[config.mk]
export PLATFORM = sky130hd
export DESIGN_NAME = three_wheel_omni_mixer_core
export DESIGN_NICKNAME = d
export VERILOG_FILES = /design/src/hdl/towm_pkg.sv /design/src/hdl/towm_wheel_lane.sv /design/src/hdl/three_wheel_omni_mixer_core.sv
export SDC_FILE = /design/constraint.sdc
export NUM_CORES = 2
export LEC_CHECK = 0
export ABC_AREA = 1
export BUFFER_PORTS_ARGS = -buffer_cell sky130_fd_sc_hd__buf_2
export CAP_MARGIN = 20
export CORE_ASPECT_RATIO = 1.1
export CORE_MARGIN = 2
export CORE_UTILIZATION = 25
export CTS_CLUSTER_SIZE = 16
export DETAILED_ROUTE_END_ITERATION = 10
export SYNTH_ARGS = -nofsm -noshare
export SYNTH_HDL_FRONTEND = slang
export SYNTH_SLANG_ARGS = --single-unit
[constraint.sdc]
create_clock -name clock -period 7.9 [get_ports clock]
set_input_delay 1.58 -clock clock [delete_from_list [all_inputs] [get_ports clock]]
set_output_delay 1.58 -clock clock [all_outputs]
set_load 0.02 [all_outputs]
[src/hdl/towm_pkg.sv]
// Shared widths, constants and the quarter-wave sine table for the
// three-wheel omni mixer. No dependencies.
package towm_pkg;

   localparam int SINE_FRAC_BITS = 15;
   localparam int MAX_COMMAND    = 100;
   localparam int RAW_FULL_SCALE = 1200;

   localparam int SPEED_W = 7;
   localparam int HEAD_W  = 9;
   localparam int TURN_W  = 8;
   localparam int SCALE_W = 4;
   localparam int DRIVE_W = 13;
   localparam int RAW_W   = SPEED_W + SCALE_W;       // speed * scale
   localparam int TRAW_W  = TURN_W + SCALE_W;        // turn * scale
   localparam int SINE_W  = SINE_FRAC_BITS + 1;      // signed sine entry
   localparam int PROD_W  = RAW_W + SINE_FRAC_BITS + 1;
   localparam int RND_W   = PROD_W - SINE_FRAC_BITS;
   localparam int QIDX_W  = 7;
   localparam int QMAG_W  = SINE_FRAC_BITS + 1;      // quarter entries reach 2^15

   localparam int PIPE_DEPTH = 6;

   localparam int CSR_ADDR_W = 3;
   localparam int CSR_DATA_W = 32;
   localparam logic REG_SPEED_SCALE = 1'b0;          // word index from paddr[2]

   localparam logic [SCALE_W-1:0] SCALE_RESET = SCALE_W'(RAW_FULL_SCALE / MAX_COMMAND);

   localparam int DEG_FULL    = 360;
   localparam int DEG_HALF    = 180;
   localparam int DEG_QUARTER = 90;

   localparam logic [HEAD_W-1:0] WHEEL_BACK        = HEAD_W'(180);
   localparam logic [HEAD_W-1:0] WHEEL_FRONT_RIGHT = HEAD_W'(300);
   localparam logic [HEAD_W-1:0] WHEEL_FRONT_LEFT  = HEAD_W'(60);

   localparam logic [QMAG_W-1:0] SINE_CLAMP = QMAG_W'((1 << SINE_FRAC_BITS) - 1);
   localparam logic [PROD_W-1:0] ROUND_HALF = PROD_W'(1) << (SINE_FRAC_BITS - 1);

   localparam logic [QMAG_W-1:0] QSINE [0:90] = '{
          0,   572,  1144,  1715,  2286,  2856,  3425,  3993,  4560,  5126,
       5690,  6252,  6813,  7371,  7927,  8481,  9032,  9580, 10126, 10668,
      11207, 11743, 12275, 12803, 13328, 13848, 14365, 14876, 15384, 15886,
      16384, 16877, 17364, 17847, 18324, 18795, 19261, 19720, 20174, 20622,
      21063, 21498, 21926, 22348, 22763, 23170, 23571, 23965, 24351, 24730,
      25102, 25466, 25822, 26170, 26510, 26842, 27166, 27482, 27789, 28088,
      28378, 28660, 28932, 29197, 29452, 29698, 29935, 30163, 30382, 30592,
      30792, 30983, 31164, 31336, 31499, 31651, 31795, 31928, 32052, 32166,
      32270, 32365, 32450, 32524, 32588, 32643, 32688, 32723, 32749, 32764,
      32768
   };

   // Command after the first stage, shared by all three wheel lanes.
   typedef struct packed {
      logic [HEAD_W-1:0]        hmod;       // heading reduced below 360
      logic [RAW_W-1:0]         raw_speed;
      logic signed [TRAW_W-1:0] turn_raw;
   } cmd_type;

endpackage

[src/hdl/towm_wheel_lane.sv]
// One wheel's datapath: angle difference, sine lookup, product, rounding
// and turn offset, one register stage each. Uses towm_pkg.
module towm_wheel_lane (
   input  logic                                 clock,
   input  logic [towm_pkg::HEAD_W-1:0]          wheel_angle,
   input  towm_pkg::cmd_type                    cmd_ff,
   output logic signed [towm_pkg::DRIVE_W-1:0]  drive_ff
);
   import towm_pkg::*;

   // stage 2: angle difference mod 360
   logic [HEAD_W-1:0]        diff_ff, diff_in;
   logic [HEAD_W:0]          diff_wide;
   logic [RAW_W-1:0]         raw2_ff;
   logic signed [TRAW_W-1:0] tr2_ff;
   // stage 3: sine
   logic signed [SINE_W-1:0] sine_ff, sine_in;
   logic                     s_neg;
   logic [HEAD_W-1:0]        s_half;
   logic [HEAD_W-1:0]        s_fold;
   logic [QMAG_W-1:0]        s_mag, s_clamp;
   logic [QMAG_W:0]          s_wide;
   logic [RAW_W-1:0]         raw3_ff;
   logic signed [TRAW_W-1:0] tr3_ff;
   // stage 4: product
   logic signed [PROD_W-1:0] prod_ff, prod_in;
   logic signed [RAW_W+SINE_W:0] prod_full;
   logic signed [TRAW_W-1:0] tr4_ff;
   // stage 5: rounded magnitude
   logic [RND_W-1:0]         rnd_ff, rnd_in;
   logic                     rneg_ff;
   logic [PROD_W-1:0]        p_mag, p_sum;
   logic signed [TRAW_W-1:0] tr5_ff;
   // stage 6: signed drive plus turn
   logic signed [DRIVE_W-1:0] drive_in, r_signed;

   always_comb begin
      diff_wide = {1'b0, wheel_angle}
                + ((wheel_angle >= cmd_ff.hmod) ? (HEAD_W+1)'(0) : (HEAD_W+1)'(DEG_FULL))
                - {1'b0, cmd_ff.hmod};
      diff_in = diff_wide[HEAD_W-1:0];
   end

   always_comb begin
      s_neg   = (diff_ff >= HEAD_W'(DEG_HALF));
      s_half  = s_neg ? (diff_ff - HEAD_W'(DEG_HALF)) : diff_ff;
      s_fold  = (s_half > HEAD_W'(DEG_QUARTER)) ? (HEAD_W'(DEG_HALF) - s_half) : s_half;
      s_mag   = QSINE[s_fold[QIDX_W-1:0]];
      s_clamp = (s_mag > SINE_CLAMP) ? SINE_CLAMP : s_mag;
      s_wide  = s_neg ? -{1'b0, s_mag} : {1'b0, s_clamp};
      sine_in = s_wide[SINE_W-1:0];
   end

   always_comb begin
      prod_full = $signed({1'b0, raw3_ff}) * sine_ff;
      prod_in   = prod_full[PROD_W-1:0];
   end

   // round half away from zero on the magnitude
   always_comb begin
      p_mag  = prod_ff[PROD_W-1] ? PROD_W'(-prod_ff) : PROD_W'(prod_ff);
      p_sum  = p_mag + ROUND_HALF;
      rnd_in = p_sum[SINE_FRAC_BITS +: RND_W];
   end

   always_comb begin
      r_signed = rneg_ff ? -$signed({1'b0, rnd_ff}) : $signed({1'b0, rnd_ff});
      drive_in = r_signed + DRIVE_W'(tr5_ff);
   end

   always_ff @(posedge clock) begin
      diff_ff  <= diff_in;
      raw2_ff  <= cmd_ff.raw_speed;
      tr2_ff   <= cmd_ff.turn_raw;
      sine_ff  <= sine_in;
      raw3_ff  <= raw2_ff;
      tr3_ff   <= tr2_ff;
      prod_ff  <= prod_in;
      tr4_ff   <= tr3_ff;
      rnd_ff   <= rnd_in;
      rneg_ff  <= prod_ff[PROD_W-1];
      tr5_ff   <= tr4_ff;
      drive_ff <= drive_in;
   end

endmodule

[src/hdl/three_wheel_omni_mixer_core.sv]
// Top level of the three-wheel omni drive mixer: command stage, three
// wheel lanes, valid pipeline and the speed_scale register. Uses towm_pkg
// and towm_wheel_lane.
//
// Usage:
//  - Commands enter on req_speed / req_heading / req_turn; an item is
//    taken at each rising edge with start high and busy low. busy is tied
//    low: the datapath is a plain pipeline with no feedback.
//  - Throughput: one item per clock, back to back.
//  - An item taken with start high shows rsp_valid and the three drive
//    values at the end of the chain, for that one cycle only. Depth is
//    set by the chain command stage -> angle diff -> sine ROM -> multiply
//    -> rounding -> turn add, one register each.
//  - The receiver cannot stall; results are never held, so the pipeline
//    never stops.
//  - speed_scale sits at byte address 0 of the APB-style csr_ port,
//    written in the access phase; pready is always high. Change it only
//    while no item is in flight.
//  - Synchronous reset empties the valid pipeline and loads speed_scale
//    with 12. Data registers are not reset.
module three_wheel_omni_mixer_core (
   input  logic                                  clock,
   input  logic                                  reset,
   input  logic                                  start,
   output logic                                  busy,
   input  logic [towm_pkg::SPEED_W-1:0]          req_speed,
   input  logic [towm_pkg::HEAD_W-1:0]           req_heading,
   input  logic signed [towm_pkg::TURN_W-1:0]    req_turn,
   output logic                                  rsp_valid,
   output logic signed [towm_pkg::DRIVE_W-1:0]   rsp_back_drive,
   output logic signed [towm_pkg::DRIVE_W-1:0]   rsp_front_right_drive,
   output logic signed [towm_pkg::DRIVE_W-1:0]   rsp_front_left_drive,
   input  logic                                  csr_psel,
   input  logic                                  csr_penable,
   input  logic                                  csr_pwrite,
   input  logic [towm_pkg::CSR_ADDR_W-1:0]       csr_paddr,
   input  logic [towm_pkg::CSR_DATA_W-1:0]       csr_pwdata,
   output logic [towm_pkg::CSR_DATA_W-1:0]       csr_prdata,
   output logic                                  csr_pready
);
   import towm_pkg::*;

   logic [SCALE_W-1:0]    scale_ff, scale_in;
   logic [PIPE_DEPTH-1:0] vld_ff, vld_in;
   cmd_type               cmd_ff, cmd_in;
   logic                  accept;
   logic                  csr_wr;
   logic                  csr_sel_scale;
   logic signed [TURN_W+SCALE_W:0] turn_full;

   assign busy       = 1'b0;
   assign accept     = start & ~busy;
   assign csr_pready = 1'b1;

   // register file: one word
   assign csr_sel_scale = (csr_paddr[2] == REG_SPEED_SCALE);
   assign csr_wr        = csr_psel & csr_penable & csr_pwrite & csr_pready;
   assign scale_in      = (csr_wr && csr_sel_scale) ? csr_pwdata[SCALE_W-1:0] : scale_ff;
   assign csr_prdata    = csr_sel_scale ? CSR_DATA_W'(scale_ff) : '0;

   // stage 1: heading mod 360 (heading < 512 needs one subtract), scaling
   always_comb begin
      cmd_in.hmod      = (req_heading >= HEAD_W'(DEG_FULL))
                         ? (req_heading - HEAD_W'(DEG_FULL)) : req_heading;
      cmd_in.raw_speed = RAW_W'(req_speed) * RAW_W'(scale_ff);
      turn_full        = req_turn * $signed({1'b0, scale_ff});
      cmd_in.turn_raw  = turn_full[TRAW_W-1:0];
   end

   // valid bits ride alongside the data
   assign vld_in    = {vld_ff[PIPE_DEPTH-2:0], accept};
   assign rsp_valid = vld_ff[PIPE_DEPTH-1];

   always_ff @(posedge clock) begin
      if (reset) begin
         vld_ff   <= '0;
         scale_ff <= SCALE_RESET;
      end else begin
         vld_ff   <= vld_in;
         scale_ff <= scale_in;
      end
   end

   always_ff @(posedge clock) begin
      cmd_ff <= cmd_in;
   end

   towm_wheel_lane u_lane_back (
      .clock       (clock),
      .wheel_angle (WHEEL_BACK),
      .cmd_ff      (cmd_ff),
      .drive_ff    (rsp_back_drive)
   );

   towm_wheel_lane u_lane_front_right (
      .clock       (clock),
      .wheel_angle (WHEEL_FRONT_RIGHT),
      .cmd_ff      (cmd_ff),
      .drive_ff    (rsp_front_right_drive)
   );

   towm_wheel_lane u_lane_front_left (
      .clock       (clock),
      .wheel_angle (WHEEL_FRONT_LEFT),
      .cmd_ff      (cmd_ff),
      .drive_ff    (rsp_front_left_drive)
   );

endmodule

* Word level (Yosys, flattened, before mapping) *
Memories as Yosys holds them, arrays and structs flattened.
Cells that the tools add are included.

storage, ports and cells
  register bits = 346
  latch bits = 0
  bits in writable memories = 0
  memory bits (read-only) = 6144
  bits of input ports = 65
  logic and storage cells = 117
  memories kept = 3

memories
  name              words  width  read ports  clocked after Yosys merged registers in  wr ports  RTL line               RTL
  (name not given)  128    16     1           0                                        0         towm_wheel_lane.sv:48  s_mag = QSINE[s_fold[QIDX_W-1:0]];
  (name not given)  128    16     1           0                                        0         towm_wheel_lane.sv:48
  (name not given)  128    16     1           0                                        0         towm_wheel_lane.sv:48

operators by class
  add/sub/neg operators = 28
  $mul = 5
  divide/modulo/power cells = 0
  $lt $le $gt $ge = 16
  equal/unequal tests = 0
  shift-type cells = 0
  muxes and demuxes = 29
  bitwise operators = 6
  reduce and logical (&&, ||, !) cells = 1

operators with widths
  cell                      number
  $mux W16                  12
  $add A27 B15 Y27 const B  3
  $mul A12 B16 Y27          3
  $mux W27                  3
  $neg A27 Y27              3
  $mux W9                   7
  $gt A16 B15 Y1 const B    3
  $neg A16 Y16              3
  $add A13 B12 Y13          3
  $mux W13                  3
  $neg A12 Y13              3
  $ge A9 B8 Y1 const B      3
  $gt A9 B7 Y1 const B      3
  $sub A9 B8 Y9 const B     3
  $sub A9 B9 Y9             3
  $ge A8 B8 Y1 const B      3
  $not A7 Y8                3
  $mux W7                   3
  $sub A6 B7 Y7 const A     3
  $mul A8 B5 Y12            1
  $mul A7 B4 Y11            1
  $add A6 B9 Y9 const A     1
  $add A8 B9 Y9 const A     1
  $add A9 B9 Y9 const A     1
  other kinds (9)           10

* Longest topological paths before layout *
  depth after elaboration = 11
  depth in mapped cells = 36

* Modules after synthesis *
Synthesis repeated with hierarchy kept, for this count alone.

second synthesis, totals
  cell total of the unflattened synthesis = 5945
  area, all modules = 45625.0 µm²

modules (own cells, without submodules)
  module                                times used  cells each  area each (µm²)  sequential area each (µm²)
  towm_wheel_lane (u_lane_front_right)  1           1842        14144.8          2962.8
  towm_wheel_lane (u_lane_back)         1           1809        13982.2          2962.8
  towm_wheel_lane (u_lane_front_left)   1           1805        13915.8          2962.8
  three_wheel_omni_mixer_core           1           489         3582.2           840.8

* Worst setup path after synthesis *
OpenSTA, ideal clock, no wires.

  path type = reg2reg
  from = register u_lane_front_right.raw3_ff[3] (netlist name)
  to = register u_lane_front_left.prod_ff[25]
  library setup time = 0.127 ns
  arrival = 5.598 ns
  data required time = 7.773 ns
  slack = 2.175 ns
  cell stages (with the launch flop) = 24
  buffers on the path = 2
  clock period less this slack = 5.725 ns
  path through = dfxtp_1 clkbuf_1 clkbuf_1 nand2_1 fa_1 inv_1 fa_1 fa_1 inv_1 fa_1 fa_1 inv_1 ha_1 a21oi_1 inv_1 a31oi_1 o21ai_0 a21boi_0 o21ai_0 a21boi_0 o21ai_0 a21boi_0 o21ai_0 xor2_1

RTL lines
  what                    RTL line               RTL
  end signal: assignment  towm_wheel_lane.sv:78  prod_ff <= prod_in;
  end: declaration        towm_wheel_lane.sv:26  logic signed [PROD_W-1:0] prod_ff, prod_in;

==> results by stage <==
Logic synthesis:
- By area, the combinational part of the netlist is dominated by adder cells.
- The adder and majority cell fraction of the synthesized area is 33.7%.
- The top cell type's share of synthesized area is 24.3%.
- After synthesis, the most frequently instantiated cells are sky130_fd_sc_hd__nand2_1 (1441), sky130_fd_sc_hd__inv_1 (1209), sky130_fd_sc_hd__fa_1 (503), sky130_fd_sc_hd__nand3_1 (456), sky130_fd_sc_hd__dfxtp_1 (340).
- After synthesis the netlist holds a flip-flop and latch count of 340.
- Yosys attributes the largest share of cell area to sky130_fd_sc_hd__fa_1 (24%), sky130_fd_sc_hd__dfxtp_1 (16%), sky130_fd_sc_hd__nand2_1 (13%).
- The number of different library cells in the post-synthesis netlist is 62.
- The dominant cell by count in the synthesized netlist is sky130_fd_sc_hd__nand2_1.
- After synthesis, the share of flip-flops with an asynchronous set or reset is 0%.
- Sequential cells were found to cover 16.4% of the synthesized design area.
- The post-synthesis simple-gate area fraction is 24.3%.
- Of the total synthesized cell area, the portion taken by XOR and XNOR cells is 5.85%.
- The total number of yosys warnings is 0.
- Synthesis produced a netlist whose cell count is 5609.
- In the synthesized netlist the dominant register cell turns out to be sky130_fd_sc_hd__dfxtp_1.
- The post-synthesis instance area is 41500 µm².
- The number of synthesized flops with an enable pin is 0.
- The post-synthesis area per instance is 7.39 µm².
- After synthesis, the share of cell area in mux cells is 0%.
- The synthesized netlist devotes 5.41% of its cell area to compound gates.
- The cell type contributing the most total cell area after synthesis is sky130_fd_sc_hd__fa_1.

Place:
- Detailed placement finished with a half-perimeter wire length of 80.1 mm.
- The total cell area at the placement stage is 43700 µm².
- The congestion estimate from routability-driven global placement came to 0.900.
- The number of I/O port buffers is 78.
- The placed instance count is 7726.

Worst setup path:
- The most numerous cell type found on the critical path is sky130_fd_sc_hd__nand2_1.
- STA classifies the critical path startpoint as a flop.
- The count of cells along the worst register-to-register path is 28.
- For the worst setup path, the data required time is 8.43 ns.
- The worst stage delay on the critical path is 0.84 ns.
- At the worst endpoint, the arrival time is 6.87 ns.
- The critical path's slowest cell is sky130_fd_sc_hd__dfxtp_2.
- The critical path class is reg -> reg.
- The kind of end point of the critical path is a flop.
- Along the worst path, the maximum fanout reaches 30.
- The endpoint identified for the worst register-to-register timing path is u_lane_back.prod_ff[25]$_DFF_P_.
- In this run the register-to-register setup slack is 1.56 ns.
- The startpoint identified for the worst register-to-register timing path is u_lane_front_right.raw3_ff[3]$_DFF_P_.

Job:
- The tool flagged a number of max-cap violations equal to 0.

CTS:
- The clock sink total is 340.
- The library cell used as clock root buffer is sky130_fd_sc_hd__clkbuf_16.
- The number of gates given a new drive strength after cts is 0.
- The CTS tree is yes.
- The H-tree level count is 2.
- The post-CTS setup-driven buffer insertion count is 0.
- The number of buffers on the longest clock path is 3.
- The clock-pin slew of the registers on the worst-case setup and hold paths is 0.06 ns.
- The clock network latency to the later pin of the worst-skew pair is 0.62 ns.
- In this run, CTS created clock tree buffers numbering 43.
- For this design, the CTS-stage hold fixing added 0 buffers.

Die:
- The height of the die is 431 µm.
- During I/O placement, the number of pins put on the boundary was 139.
- The die outline area is 169000 µm².
- The initial utilization of the core area, before any placement, comes to 25.2%.
- The initialized floorplan defines 156 standard-cell rows.
- The die outline width is 392 µm.
- The total area inside the core boundary comes to 165000 µm².

Cells and area:
- The area overhead of the layout relative to synthesis is 9.14%.
- After routing the design area is 45200 µm².
- Leaving out filler cells and counting taps, the final layout contains 7805.
- The net count reported at finish is 6438.
- Of the cells placed in the final design, the portion with a size suffix greater than 1 is 6.63%.

Routing:
- The number of vias in the routed layout is 33500.
- The via density per instance is 4.29.
- The number of iterations in the first detailed-routing pass is 6.
- The final routed wirelength across all metal layers is 101 mm.
- The DRC violations left is 0.
- The detail route stage leaves a number of antenna-violating nets equal to 0.
- In the final routed layout, each cell accounts on average for 13.0 µm.
- In this run, the number of DRC markers left after iteration 0 of detailed routing was 1812.

Global route:
- After global routing the overflow that remains totals 0.
- The global-route layer with the greatest usage is met2.
- The met2 demand-to-capacity share in global routing is 20.6%.
- The number of antenna violations at the first check in global routing is 1.
- The first global-routing pass estimated 169 mm of wire.
- For this run, the total global-route usage over all layers was measured as 12.1%.
- Global routing consumed, on the met3 layer, 1.37% of the routing resources.
- The via count of the first global-routing pass was 34000.
- Entering global routing, the biggest net connects 49 pins.
- In the global route stage, met1 resource usage came out at 15.6%.

Worst hold path:
- Along the worst hold path, the cell count comes to 0.
- The startpoint identified for the worst hold timing path is cmd_ff[21]$_DFF_P_.
- The end point of the worst hold path is u_lane_front_right.raw2_ff[9]$_DFF_P_.
- The worst hold path belongs to the class reg -> reg.

STA:
- The max-slew violation count is 0.
- Setup repair after global routing left no endpoint under its margin.
- The final setup violation count is 0.
- The highest attainable clock frequency is 158 MHz.
- The final-report hold violation count is 0.
- For the pin with the worst max-slew slack, the measured transition is 0.986 ns.
- Counting I/O delays and the setup requirement, the final critical path takes 6.34 ns.
- Setup total negative slack on the finished layout was measured at 0 ns.
- After layout, the worst path uses 80.2% of the clock period.
- The worst slew margin relative to its limit is 33.6%.
- The worst-case clock skew is 0.0224 ns.

Outcome:
- The run finished with clean final reports.
-- worst max-delay path: cells and delay by family (launching register included) --
| family | cells | cell delay, ns |
|---|---|---|
| adders and majority gates | 6 | 2.86 |
| and+or+nand+nor | 14 | 1.05 |
| DFF | 1 | 0.84 |
| AOI/OAI and AO/OA | 3 | 0.70 |
| buffers and inverters | 4 | 0.58 |
| xor gates and xnor gates | 1 | 0.17 |
-- sequential cells by signal (all words and copies together) (netlist names), 13 cells and up --
name,cells
u_lane_back.sine_ff,16
u_lane_front_right.sine_ff,16
u_lane_back.prod_ff,27
u_lane_front_right.prod_ff,27
u_lane_front_left.drive_ff,13
u_lane_back.drive_ff,13
u_lane_front_left.prod_ff,27
u_lane_front_right.drive_ff,13
cmd_ff,32
u_lane_front_left.sine_ff,16
-- per-stage QoR --
step                hold WS (ns)  utilization (%)  worst slack [ns]
floorplan                  0.310                -              2.18
global placement           0.312             26.6              1.64
detailed placement         0.312             26.6              1.58
CTS                        0.322             27.5              1.56
global route               0.323             27.5              1.09
finish                     0.316             27.5              1.56
-- per-layer routing --
metal	up-vias	share of wire [%]	routed length, µm
met3	176	4.8	4860
li1	16700	-	-
met1	15900	45	45200
met4	0	3.6	3670
met5	-	0	0
met2	766	47	47700
-- layout make-up --
| cell class | count | area [µm²] |
|---|---|---|
| repair buffers | 102 | 583 |
| well taps | 2212 | 2770 |
| multi-input cells | 3820 | 28800 |
| clock inverters | 23 | 337 |
| fillers | 17900 | 119000 |
| flip-flops and latches | 340 | 6820 |
| diodes | 1 | 2.50 |
| clock buffers | 55 | 1210 |
| inverters | 1252 | 4710 |
-- cells in the final DEF (no fill, tap or decap), drive strengths merged, types with 102 or more instances in the layout --
cell type and count:
nand2 1524, inv 1257, fa 503, nand3 473, dfxtp 340, ha 311, nor2 238, a21oi 198
xor2 192, o21ai 131, buf 102
-- logic make-up (layout without fill, tap and decap cells) --
logic type	count (synthesis)	after routing
simple gates	2305	2305
buf+inv	1477	1432
fa+ha+maj	814	814
compound gates	400	400
flops	340	340
xor+xnor	271	271
other cells	2	31
-- how the worst max path moves through the flow --
stage / start / to
5_1_grt: u_lane_front_right.raw3_ff[3]$_DFF_P_ / u_lane_back.prod_ff[25]$_DFF_P_
6_report: u_lane_front_right.raw3_ff[3]$_DFF_P_ / u_lane_back.prod_ff[25]$_DFF_P_
3_5_place_dp: u_lane_front_right.raw3_ff[3]$_DFF_P_ / u_lane_back.prod_ff[25]$_DFF_P_
2_1_floorplan: u_lane_front_right.raw3_ff[3]$_DFF_P_ / u_lane_front_left.prod_ff[25]$_DFF_P_
3_3_place_gp: u_lane_front_right.raw3_ff[3]$_DFF_P_ / u_lane_back.prod_ff[25]$_DFF_P_
4_1_cts: u_lane_front_right.raw3_ff[3]$_DFF_P_ / u_lane_back.prod_ff[25]$_DFF_P_
Power is not shown: default switching activity piles up to over one toggle a cycle in this logic, so the estimate is an artifact.
